$ cat src/sv/vdl_pkg.sv
package vdl_pkg;

    localparam int unsigned CFG_IDX_W = 3;

    localparam logic [CFG_IDX_W-1:0] REG_MODEL_COLOR      = 3'd0;
    localparam logic [CFG_IDX_W-1:0] REG_SURFACE_COLOR    = 3'd1;
    localparam logic [CFG_IDX_W-1:0] REG_AMBIENT_COLOR    = 3'd2;
    localparam logic [CFG_IDX_W-1:0] REG_LIGHT_COLOR      = 3'd3;
    localparam logic [CFG_IDX_W-1:0] REG_LIGHT_DIRECTION  = 3'd4;
    localparam logic [CFG_IDX_W-1:0] REG_OVERBRIGHT       = 3'd5;
    localparam logic [CFG_IDX_W-1:0] REG_FULL_BRIGHT      = 3'd6;
    localparam logic [CFG_IDX_W-1:0] REG_ALPHA_FROM_LIGHT = 3'd7;

    localparam logic [31:0] RST_MODEL_COLOR   = 32'h0000_00FF;
    localparam logic [31:0] RST_SURFACE_COLOR = 32'h0000_0000;
    localparam logic [31:0] RST_AMBIENT_COLOR = 32'h0000_00FF;
    localparam logic [31:0] RST_LIGHT_COLOR   = 32'h0000_00FF;

    localparam logic [7:0]  AMB_CLAMP   = 8'd127;
    localparam logic [7:0]  FB_SCALE    = 8'd127;
    localparam logic [7:0]  BYTE_MAX    = 8'd255;
    // 1.0 in Q2.28
    localparam logic [28:0] DOT_ONE     = 29'h1000_0000;
    localparam logic [36:0] DOT_HALF    = 37'h0_0800_0000;

    typedef struct packed {
        logic [31:0] model_color;
        logic [31:0] surface_color;
        logic [31:0] ambient_color;
        logic [31:0] light_color;
        logic [47:0] light_direction;
        logic        overbright_enable;
        logic        full_bright;
        logic        alpha_from_light;
    } t_cfg;

    // exact (x / 255) for x up to 255 * 255
    function automatic logic [7:0] div255(input logic [15:0] x);
        logic [16:0] t;
        t = {1'b0, x} + {9'd0, x[15:8]} + 17'd1;
        return t[15:8];
    endfunction

endpackage

$ cat src/sv/vdl_in_if.sv
interface vdl_in_if;
    logic               valid;
    logic               ready;
    logic signed [15:0] normal_x;
    logic signed [15:0] normal_y;
    logic signed [15:0] normal_z;
    logic               last_vertex;

    modport source (output valid, normal_x, normal_y, normal_z, last_vertex, input ready);
    modport sink   (input valid, normal_x, normal_y, normal_z, last_vertex, output ready);
endinterface

$ cat src/sv/vdl_out_if.sv
interface vdl_out_if;
    logic       valid;
    logic       ready;
    logic [7:0] red;
    logic [7:0] green;
    logic [7:0] blue;
    logic [7:0] alpha;
    logic       end_of_mesh;

    modport source (output valid, red, green, blue, alpha, end_of_mesh, input ready);
    modport sink   (input valid, red, green, blue, alpha, end_of_mesh, output ready);
endinterface

$ cat src/sv/vdl_cfg_if.sv
interface vdl_cfg_if;
    logic                             valid;
    logic                             ready;
    logic [vdl_pkg::CFG_IDX_W-1:0]    index;
    logic [47:0]                      data;

    modport source (output valid, index, data, input ready);
    modport sink   (input valid, index, data, output ready);
endinterface

$ cat src/sv/vdl_dot.sv
module vdl_dot (
    input  logic               i_clk,
    input  logic               i_rst_n,
    input  vdl_pkg::t_cfg      i_cfg,
    input  logic               i_valid,
    output logic               o_ready,
    input  logic signed [15:0] i_nx,
    input  logic signed [15:0] i_ny,
    input  logic signed [15:0] i_nz,
    input  logic               i_last,
    output logic               o_valid,
    input  logic               i_ready,
    output logic [7:0]         o_diff,
    output logic               o_last
);

    logic [2:0] r_v;
    logic [2:0] en;

    logic signed [31:0] r_px, r_py, r_pz;
    logic               r_last1, r_last2, r_last3;
    logic [28:0]        r_ud;
    logic [7:0]         r_diff;

    logic signed [33:0] n_sum;
    logic [28:0]        n_ud;
    logic [36:0]        n_scaled;

    assign en[2]   = !r_v[2] || i_ready;
    assign en[1]   = !r_v[1] || en[2];
    assign en[0]   = !r_v[0] || en[1];
    assign o_ready = en[0];

    always_comb begin
        n_sum = {{2{r_px[31]}}, r_px} + {{2{r_py[31]}}, r_py} + {{2{r_pz[31]}}, r_pz};
        // clamp to 0.0 .. 1.0
        if (n_sum[33]) begin
            n_ud = '0;
        end else if (n_sum > 34'($unsigned(vdl_pkg::DOT_ONE))) begin
            n_ud = vdl_pkg::DOT_ONE;
        end else begin
            n_ud = n_sum[28:0];
        end
        // ud * 255, round half up
        n_scaled = ({8'd0, r_ud} << 8) - {8'd0, r_ud} + vdl_pkg::DOT_HALF;
    end

    always_ff @(posedge i_clk) begin
        if (!i_rst_n) begin
            r_v <= '0;
        end else begin
            if (en[0]) r_v[0] <= i_valid;
            if (en[1]) r_v[1] <= r_v[0];
            if (en[2]) r_v[2] <= r_v[1];
        end
    end

    always_ff @(posedge i_clk) begin
        if (en[0]) begin
            r_px    <= i_nx * $signed(i_cfg.light_direction[15:0]);
            r_py    <= i_ny * $signed(i_cfg.light_direction[31:16]);
            r_pz    <= i_nz * $signed(i_cfg.light_direction[47:32]);
            r_last1 <= i_last;
        end
        if (en[1]) begin
            r_ud    <= n_ud;
            r_last2 <= r_last1;
        end
        if (en[2]) begin
            r_diff  <= n_scaled[35:28];
            r_last3 <= r_last2;
        end
    end

    assign o_valid = r_v[2];
    assign o_diff  = r_diff;
    assign o_last  = r_last3;

    a_clamp_bound: assert property (@(posedge i_clk) disable iff (!i_rst_n)
        r_v[1] |-> r_ud <= vdl_pkg::DOT_ONE)
        else $error("clamped dot product above 1.0");

endmodule

$ cat src/sv/vdl_shade.sv
module vdl_shade (
    input  logic          i_clk,
    input  logic          i_rst_n,
    input  vdl_pkg::t_cfg i_cfg,
    input  logic          i_valid,
    output logic          o_ready,
    input  logic [7:0]    i_diff,
    input  logic          i_last,
    output logic          o_valid,
    input  logic          i_ready,
    output logic [7:0]    o_red,
    output logic [7:0]    o_green,
    output logic [7:0]    o_blue,
    output logic [7:0]    o_alpha,
    output logic          o_end
);

    logic [2:0] r_v;
    logic [2:0] en;

    // stage A: byte products
    logic [15:0] r_ld [3];
    logic [15:0] r_mp [4];
    logic [15:0] r_fp [3];
    logic [7:0]  r_diff_a, r_diff_b;
    logic        r_last_a, r_last_b, r_last_c;
    // stage B: modulated color and light sum
    logic [7:0]  r_mod [4];
    logic [9:0]  r_sum [3];
    logic [7:0]  r_fbq [3];
    // stage C: result
    logic [7:0]  r_rgb [3];
    logic [7:0]  r_alpha;

    logic [15:0] n_ld [3];
    logic [15:0] n_mp [4];
    logic [15:0] n_fp [3];
    logic [7:0]  n_mod [4];
    logic [9:0]  n_sum [3];
    logic [7:0]  n_fbq [3];
    logic [7:0]  n_rgb [3];
    logic [7:0]  n_alpha;

    assign en[2]   = !r_v[2] || i_ready;
    assign en[1]   = !r_v[1] || en[2];
    assign en[0]   = !r_v[0] || en[1];
    assign o_ready = en[0];

    always_comb begin
        logic [8:0]  amb;
        logic [8:0]  lsh;
        logic [17:0] prod;
        for (int c = 0; c < 4; c++) begin
            n_mp[c]  = i_cfg.model_color[31-8*c -: 8] * i_cfg.surface_color[31-8*c -: 8];
            n_mod[c] = vdl_pkg::div255(r_mp[c]);
        end
        for (int c = 0; c < 3; c++) begin
            n_ld[c]  = i_cfg.light_color[31-8*c -: 8] * i_diff;
            n_fp[c]  = i_cfg.surface_color[31-8*c -: 8] * vdl_pkg::FB_SCALE;
            n_fbq[c] = vdl_pkg::div255(r_fp[c]);
            if (i_cfg.overbright_enable) begin
                amb = (i_cfg.ambient_color[31-8*c -: 8] > vdl_pkg::AMB_CLAMP)
                    ? {1'b0, vdl_pkg::AMB_CLAMP} : {1'b0, i_cfg.ambient_color[31-8*c -: 8]};
                lsh = {1'b0, r_ld[c][15:8]};
            end else begin
                amb = {i_cfg.ambient_color[31-8*c -: 8], 1'b0};
                lsh = r_ld[c][15:7];
            end
            n_sum[c] = {1'b0, amb} + {1'b0, lsh};
            prod     = r_mod[c] * r_sum[c];
            // full bright bypasses the product; otherwise saturate at 255
            if (i_cfg.full_bright) begin
                n_rgb[c] = i_cfg.overbright_enable ? r_fbq[c] : i_cfg.surface_color[31-8*c -: 8];
            end else if (prod[17:16] != 2'd0) begin
                n_rgb[c] = vdl_pkg::BYTE_MAX;
            end else begin
                n_rgb[c] = prod[15:8];
            end
        end
        if (i_cfg.full_bright) begin
            n_alpha = i_cfg.surface_color[7:0];
        end else if (i_cfg.alpha_from_light) begin
            n_alpha = r_diff_b;
        end else begin
            n_alpha = r_mod[3];
        end
    end

    always_ff @(posedge i_clk) begin
        if (!i_rst_n) begin
            r_v <= '0;
        end else begin
            if (en[0]) r_v[0] <= i_valid;
            if (en[1]) r_v[1] <= r_v[0];
            if (en[2]) r_v[2] <= r_v[1];
        end
    end

    always_ff @(posedge i_clk) begin
        if (en[0]) begin
            r_ld     <= n_ld;
            r_mp     <= n_mp;
            r_fp     <= n_fp;
            r_diff_a <= i_diff;
            r_last_a <= i_last;
        end
        if (en[1]) begin
            r_mod    <= n_mod;
            r_sum    <= n_sum;
            r_fbq    <= n_fbq;
            r_diff_b <= r_diff_a;
            r_last_b <= r_last_a;
        end
        if (en[2]) begin
            r_rgb    <= n_rgb;
            r_alpha  <= n_alpha;
            r_last_c <= r_last_b;
        end
    end

    assign o_valid = r_v[2];
    assign o_red   = r_rgb[0];
    assign o_green = r_rgb[1];
    assign o_blue  = r_rgb[2];
    assign o_alpha = r_alpha;
    assign o_end   = r_last_c;

    a_sum_range: assert property (@(posedge i_clk) disable iff (!i_rst_n)
        r_v[1] |-> r_sum[0] <= 10'd1018 && r_sum[1] <= 10'd1018 && r_sum[2] <= 10'd1018)
        else $error("ambient plus light term out of range");

endmodule

$ cat src/sv/vertex_diffuse_lighting_core.sv
// Per-vertex Lambert diffuse lighting.
// i_in carries one vertex normal per beat (signed Q1.14 x, y, z and a last-vertex
// flag). o_out returns one RGBA beat per vertex, in order, with end_of_mesh copied
// from the flag. i_cfg writes the lighting registers by index (model, surface,
// ambient and light colors, light direction, overbright, full bright, alpha from
// light); it is always ready. The user must ensure it is written only while no
// vertex is in flight; the block itself does not enforce this. Six register
// stages lie between an input beat and its output beat: three form the clamped
// dot product and the diffuse byte, three more form the byte products, the
// ambient-plus-light term and the saturated channel product. Throughput is one
// vertex per cycle while o_out is not stalled; the pipeline depth is set by the
// 16x16 dot-product multipliers and the byte multiply / divide-by-255 chain. Each
// stage holds only when it is full and the stage after it holds, so a stalled
// receiver stops the pipeline without loss and bubbles still close up; i_in.ready
// drops only when all six stages are full and o_out is stalled. Reset
// (synchronous, active low) empties the pipeline and loads the register defaults.
module vertex_diffuse_lighting_core (
    input  logic      i_clk,
    input  logic      i_rst_n,
    vdl_in_if.sink    i_in,
    vdl_out_if.source o_out,
    vdl_cfg_if.sink   i_cfg
);

    vdl_pkg::t_cfg r_cfg;

    logic       dot_valid;
    logic       shade_ready;
    logic [7:0] dot_diff;
    logic       dot_last;

    assign i_cfg.ready = 1'b1;

    always_ff @(posedge i_clk) begin
        if (!i_rst_n) begin
            r_cfg.model_color       <= vdl_pkg::RST_MODEL_COLOR;
            r_cfg.surface_color     <= vdl_pkg::RST_SURFACE_COLOR;
            r_cfg.ambient_color     <= vdl_pkg::RST_AMBIENT_COLOR;
            r_cfg.light_color       <= vdl_pkg::RST_LIGHT_COLOR;
            r_cfg.light_direction   <= '0;
            r_cfg.overbright_enable <= 1'b0;
            r_cfg.full_bright       <= 1'b0;
            r_cfg.alpha_from_light  <= 1'b0;
        end else if (i_cfg.valid) begin
            unique case (i_cfg.index)
                vdl_pkg::REG_MODEL_COLOR:      r_cfg.model_color       <= i_cfg.data[31:0];
                vdl_pkg::REG_SURFACE_COLOR:    r_cfg.surface_color     <= i_cfg.data[31:0];
                vdl_pkg::REG_AMBIENT_COLOR:    r_cfg.ambient_color     <= i_cfg.data[31:0];
                vdl_pkg::REG_LIGHT_COLOR:      r_cfg.light_color       <= i_cfg.data[31:0];
                vdl_pkg::REG_LIGHT_DIRECTION:  r_cfg.light_direction   <= i_cfg.data;
                vdl_pkg::REG_OVERBRIGHT:       r_cfg.overbright_enable <= i_cfg.data[0];
                vdl_pkg::REG_FULL_BRIGHT:      r_cfg.full_bright       <= i_cfg.data[0];
                vdl_pkg::REG_ALPHA_FROM_LIGHT: r_cfg.alpha_from_light  <= i_cfg.data[0];
                default: ;
            endcase
        end
    end

    vdl_dot u_dot (
        .i_clk   (i_clk),
        .i_rst_n (i_rst_n),
        .i_cfg   (r_cfg),
        .i_valid (i_in.valid),
        .o_ready (i_in.ready),
        .i_nx    (i_in.normal_x),
        .i_ny    (i_in.normal_y),
        .i_nz    (i_in.normal_z),
        .i_last  (i_in.last_vertex),
        .o_valid (dot_valid),
        .i_ready (shade_ready),
        .o_diff  (dot_diff),
        .o_last  (dot_last)
    );

    vdl_shade u_shade (
        .i_clk   (i_clk),
        .i_rst_n (i_rst_n),
        .i_cfg   (r_cfg),
        .i_valid (dot_valid),
        .o_ready (shade_ready),
        .i_diff  (dot_diff),
        .i_last  (dot_last),
        .o_valid (o_out.valid),
        .i_ready (o_out.ready),
        .o_red   (o_out.red),
        .o_green (o_out.green),
        .o_blue  (o_out.blue),
        .o_alpha (o_out.alpha),
        .o_end   (o_out.end_of_mesh)
    );

    a_reset_empty: assert property (@(posedge i_clk)
        !i_rst_n |=> !o_out.valid)
        else $error("output valid right after reset");

    a_stall_only_full: assert property (@(posedge i_clk) disable iff (!i_rst_n)
        !i_in.ready |-> o_out.valid && !o_out.ready)
        else $error("input held off while output side is free");

    a_bubble_into_dot: assert property (@(posedge i_clk) disable iff (!i_rst_n)
        dot_valid && !shade_ready |-> o_out.valid && !o_out.ready)
        else $error("inner stall without output stall");

endmodule
$ cat src/flat_wrapper.sv
// flat-port wrapper written by rule: the top's interface ports become plain ports
module vertex_diffuse_lighting_core_flat 
  (i_clk, i_rst_n, i_in_valid, i_in_normal_x, i_in_normal_y, i_in_normal_z, i_in_last_vertex, i_in_ready, o_out_valid, o_out_red, o_out_green, o_out_blue, o_out_alpha, o_out_end_of_mesh, o_out_ready, i_cfg_valid, i_cfg_index, i_cfg_data, i_cfg_ready);
  vdl_in_if i_in_i ();
  vdl_out_if o_out_i ();
  vdl_cfg_if i_cfg_i ();
  input  logic i_clk;
  input  logic i_rst_n;
  input wire logic [$bits(i_in_i.valid)-1:0] i_in_valid;
  input wire logic [$bits(i_in_i.normal_x)-1:0] i_in_normal_x;
  input wire logic [$bits(i_in_i.normal_y)-1:0] i_in_normal_y;
  input wire logic [$bits(i_in_i.normal_z)-1:0] i_in_normal_z;
  input wire logic [$bits(i_in_i.last_vertex)-1:0] i_in_last_vertex;
  output wire logic [$bits(i_in_i.ready)-1:0] i_in_ready;
  output wire logic [$bits(o_out_i.valid)-1:0] o_out_valid;
  output wire logic [$bits(o_out_i.red)-1:0] o_out_red;
  output wire logic [$bits(o_out_i.green)-1:0] o_out_green;
  output wire logic [$bits(o_out_i.blue)-1:0] o_out_blue;
  output wire logic [$bits(o_out_i.alpha)-1:0] o_out_alpha;
  output wire logic [$bits(o_out_i.end_of_mesh)-1:0] o_out_end_of_mesh;
  input wire logic [$bits(o_out_i.ready)-1:0] o_out_ready;
  input wire logic [$bits(i_cfg_i.valid)-1:0] i_cfg_valid;
  input wire logic [$bits(i_cfg_i.index)-1:0] i_cfg_index;
  input wire logic [$bits(i_cfg_i.data)-1:0] i_cfg_data;
  output wire logic [$bits(i_cfg_i.ready)-1:0] i_cfg_ready;
  assign i_in_i.valid = i_in_valid;
  assign i_in_i.normal_x = i_in_normal_x;
  assign i_in_i.normal_y = i_in_normal_y;
  assign i_in_i.normal_z = i_in_normal_z;
  assign i_in_i.last_vertex = i_in_last_vertex;
  assign i_in_ready = i_in_i.ready;
  assign o_out_valid = o_out_i.valid;
  assign o_out_red = o_out_i.red;
  assign o_out_green = o_out_i.green;
  assign o_out_blue = o_out_i.blue;
  assign o_out_alpha = o_out_i.alpha;
  assign o_out_end_of_mesh = o_out_i.end_of_mesh;
  assign o_out_i.ready = o_out_ready;
  assign i_cfg_i.valid = i_cfg_valid;
  assign i_cfg_i.index = i_cfg_index;
  assign i_cfg_i.data = i_cfg_data;
  assign i_cfg_ready = i_cfg_i.ready;
  vertex_diffuse_lighting_core u_core (.i_clk(i_clk), .i_rst_n(i_rst_n), .i_in(i_in_i), .o_out(o_out_i), .i_cfg(i_cfg_i));
endmodule
$ cat config.mk
export PLATFORM = sky130hd
export DESIGN_NAME = vertex_diffuse_lighting_core_flat
export DESIGN_NICKNAME = d
export VERILOG_FILES = /design/src/sv/vdl_pkg.sv /design/src/sv/vdl_in_if.sv /design/src/sv/vdl_out_if.sv /design/src/sv/vdl_cfg_if.sv /design/src/sv/vdl_dot.sv /design/src/sv/vdl_shade.sv /design/src/sv/vertex_diffuse_lighting_core.sv /design/src/flat_wrapper.sv
export SDC_FILE = /design/constraint.sdc
export NUM_CORES = 2
export LEC_CHECK = 0
export ABC_AREA = 1
export BUFFER_PORTS_ARGS = -buffer_cell sky130_fd_sc_hd__buf_2
export CORE_MARGIN = 2
export CORE_UTILIZATION = 47
export CTS_CLUSTER_SIZE = 12
export DETAILED_ROUTE_END_ITERATION = 16
export MAX_ROUTING_LAYER = met4
export PLACE_DENSITY = 0.59
export SYNTH_ARGS = -nofsm -noshare
export SYNTH_HDL_FRONTEND = slang
export SYNTH_SLANG_ARGS = --single-unit
$ cat constraint.sdc
create_clock -name i_clk -period 24.1 [get_ports i_clk]
set_clock_uncertainty 0.15 [all_clocks]
set_input_delay 6.025 -clock i_clk [delete_from_list [all_inputs] [get_ports i_clk]]
set_output_delay 6.025 -clock i_clk [all_outputs]
set_load 0.05 [all_outputs]
==> out/metrics.csv <==
metric,value,unit
total track usage,0.2326,
CP Launch Type,input port,
Unique masters post-synth,52,
post-CTS sizing,0,
Routed WL per cell,16.20,um
max frequency,0.06241,GHz
area delta synth->final,6.030,%
initial antenna violation count,8,
Num CTS Buffers,74,
sequential area share after synthesis,0.1898,
syn avg cell area,8.370,sq um
Starting DRT DRC Count,3193,
status,"complete, no violations",
via/cell ratio,4.972,
Setup CP Type,input port to output pin,
share of post-route cells with drive strength above 1,0.03814,
CP max-delay cell,inv_2,
I/O pin total,141,
DIE WIDTH,423.1,um
Gate Count Post-Synth,9861,
Hold Crit Start,u_core.u_dot.r_last2,
CP required,17.93,ns
setup violators final,0,
post-layout min period,16.02,ns
Worst-Margin Slew,1.205,ns
max incr delay on CP,0.68,ns
synthesized net count,12089,
most frequent cell on the critical path,nor2_1,
Pleak,49.61,nW
relative slew slack,0.1957,
Hold Buf Count CTS,0,
Power Dens Cells,59.05,nW/um^2
number of cells on the worst hold path,0,
HP Class,flip-flop to flip-flop,
die height,423.1,um
hpwl dp,161.5,mm
vias in the first global route,63213,
r2r endpoint,u_core.u_dot.r_pz[29],
leading area contributor after synthesis,fa_1,
IR Drop Worst-Case VDD,0.09741,mV
Initial Util,0.4738,
maximum clock path buffer count,3,
Final Hold Vio Count,0,
Tcrit/Tclk final,0.6649,
"antenna viol nets, final",0,
gpl congestion,0.8973,
Final Power,5.168,mW
Synth warnings,0,
drt total wl,196.1,mm
Pre-antenna DRT Iters,6,
CP top delay family,buffers and inverters,
TritonCTS clock tree,yes,
hold endpoint,u_core.u_dot.o_last,
worst-path cell chain,buf_2 -> nor2_1 -> inv_2 -> nor2_1 -> inv_4 -> nor2_1 -> inv_6 -> nor2_1 -> inv_1 -> nor2_1 -> nand2_4 -> buf_2,
I/O Buffers,139,
area of the die,179000,sq um
worst-path maximum fanout,68,
gr ovfl total,0,
leading cell types by total area after synthesis,"fa_1, edfxtp_1, ha_1",
R2R cell count,18,
crit end category,output pin,
row count,153,
# DRC,0,
clock sink total,578,
largest net degree at the start of global routing,89,
worst skew pair latency,0.71,ns
"flops & latches, synth",578,
R2R Path Start,u_core.r_cfg[36],
synthesized area,82540,sq um
buffers and inverters on the worst path,6,
setup TNS,0,ns
ys async rst share,0,
routed vias,60207,
"Top FF cell, synth",edfxtp_1,
H-tree depth,3,
flop-to-flop setup slack,17.17,ns
clk slew on worst S/H paths,0.06,ns
CP Data Arrival Time,9.85,ns
total setup buffers inserted after CTS,0,
max_cap viols,0,
core footprint,174200,sq um
Pins Over Slew Limit,0,
Final nets,11946,
top-area cell type share of the netlist area,0.3107,
first-pass GRT wire length,327.3,mm
clock root buffer,clkbuf_16,
Post-synth EDFFs,409,
RSZ-0062 raised after global routing,false,
## registers in the layout, summed over array words and instances, names as in the netlist, 8 cells and up
signal	flops
u_core.r_cfg	163
u_core.u_dot.o_diff	8
u_core.u_dot.r_px	32
u_core.u_dot.r_py	32
u_core.u_dot.r_pz	32
u_core.u_dot.r_ud	29
u_core.u_shade.o_alpha	8
u_core.u_shade.o_blue	8
u_core.u_shade.o_green	8
u_core.u_shade.o_red	8
u_core.u_shade.r_diff_a	8
u_core.u_shade.r_diff_b	8
u_core.u_shade.r_fbq	24
u_core.u_shade.r_fp	45
u_core.u_shade.r_ld	27
u_core.u_shade.r_mod	32
u_core.u_shade.r_mp	64
u_core.u_shade.r_sum	30
## worst register-to-register path, cell delays in order, from the launching register on
cell and delay [ns]:
dfxtp_1 0.81, nand2_1 0.20, inv_1 0.18, fa_1 0.58, fa_1 0.89, fa_1 0.53
fa_1 0.52, fa_1 0.49, inv_1 0.05, fa_1 0.47, inv_1 0.04, ha_1 0.36
nand2_1 0.16, nor4_1 0.39, nand4_1 0.13, nand3_1 0.25, a21oi_1 0.15, o21ai_0 0.23
xor2_1 0.10
## Yosys cell counts, drive strengths merged, types with 5 or more instances
library cell and n:
edfxtp 409, and2 5, a21boi 9, nor2 605
dfxtp 169, xor2 197, xnor2 124, nor3 49
fa 1281, o2111ai 6, o21ai 347, nor4 8
buf 13, a211oi 8, nand4 48, ha 842
nand3b 8, o21bai 22, inv 2480, and3 6
o21a 9, nand3 145, o221ai 7, nand2 2122
a21oi 460, a22oi 6, a21o 17, clkbuf 388
a31oi 19, o211ai 10, or2 17, a221oi 7
clkinv 5
## stage by stage
| stage | instance area [sq um] | cells | utilization | hold WS [ns] | setup WS [ns] |
|---|---|---|---|---|---|
| after floorplan | 82540 | 9861 | - | 0.2503 | 3.288 |
| after global placement | 84960 | 11967 | 0.4877 | 0.2506 | 8.091 |
| after detailed placement | 84960 | 11967 | 0.4877 | 0.2583 | 8.059 |
| after CTS | 87510 | 12105 | 0.5023 | 0.2584 | 8.050 |
| after global routing | 87510 | 12107 | 0.5024 | 0.2758 | 7.702 |
| final | 87520 | 12108 | 0.5024 | 0.2597 | 8.076 |
## layer usage
| metal | GRT usage | vias up | routed length [um] |
|---|---|---|---|
| li1 | - | 29211 | - |
| met4 | 0.06412 | 0 | 5253 |
| met5 | - | - | 0 |
| met2 | 0.3989 | 1168 | 98210 |
| met3 | 0.01947 | 262 | 7403 |
| met1 | 0.2955 | 29566 | 85250 |
## cell usage in the layout (no fill, tap or decap), drive strengths merged, types with 145 or more instances in the layout
master and n:
a21oi 460, inv 2489, edfxtp 409, xor2 197, dfxtp 169, buf 182, nand3 145, nand2 2122
fa 1281, o21ai 347, nor2 605, ha 842
## power by group
| part | internal, mW | switching (mW) | total [mW] |
|---|---|---|---|
| Clock | 0.663 | 0.478 | 1.14 |
| Combinational | 0.895 | 1.67 | 2.56 |
| Sequential | 1.28 | 0.181 | 1.47 |
| Total | 2.84 | 2.33 | 5.17 |
## how the worst max path moves through the flow
stage	startpoint	to	depth (start not counted)
finish	o_out_ready	i_in_ready	12
global route	o_out_ready	i_in_ready	12
CTS	o_out_ready	i_in_ready	12
detailed placement	o_out_ready	i_in_ready	12
global placement	o_out_ready	i_in_ready	12
floorplan	o_out_ready	i_in_ready	10
## cell type report
| cell class | instances | area [sq um] |
|---|---|---|
| clock buffers | 96 | 2028 |
| clock inverters | 42 | 523.0 |
| diodes | 3 | 7.507 |
| inverters | 2485 | 9335 |
| well taps | 2325 | 2909 |
| fillers | 16729 | 86690 |
| flip-flops and latches | 578 | 15670 |
| multi-input cells | 6397 | 56030 |
| repair buffers | 182 | 1021 |
## kinds of logic (layout without fill, tap and decap cells)
group           Yosys count  in the layout  share of synthesized area
compound gates          935            935                    0.06176
xor+xnor                321            321                    0.03406
fa+ha+maj              2123           2123                     0.4383
buf+inv                2886           2805                     0.1317
flops                   578            578                     0.1898
other cells               1              4                 0.00004543
simple gates           3017           3017                     0.1443
No activity file was read; power rests on OpenSTA's default activity.
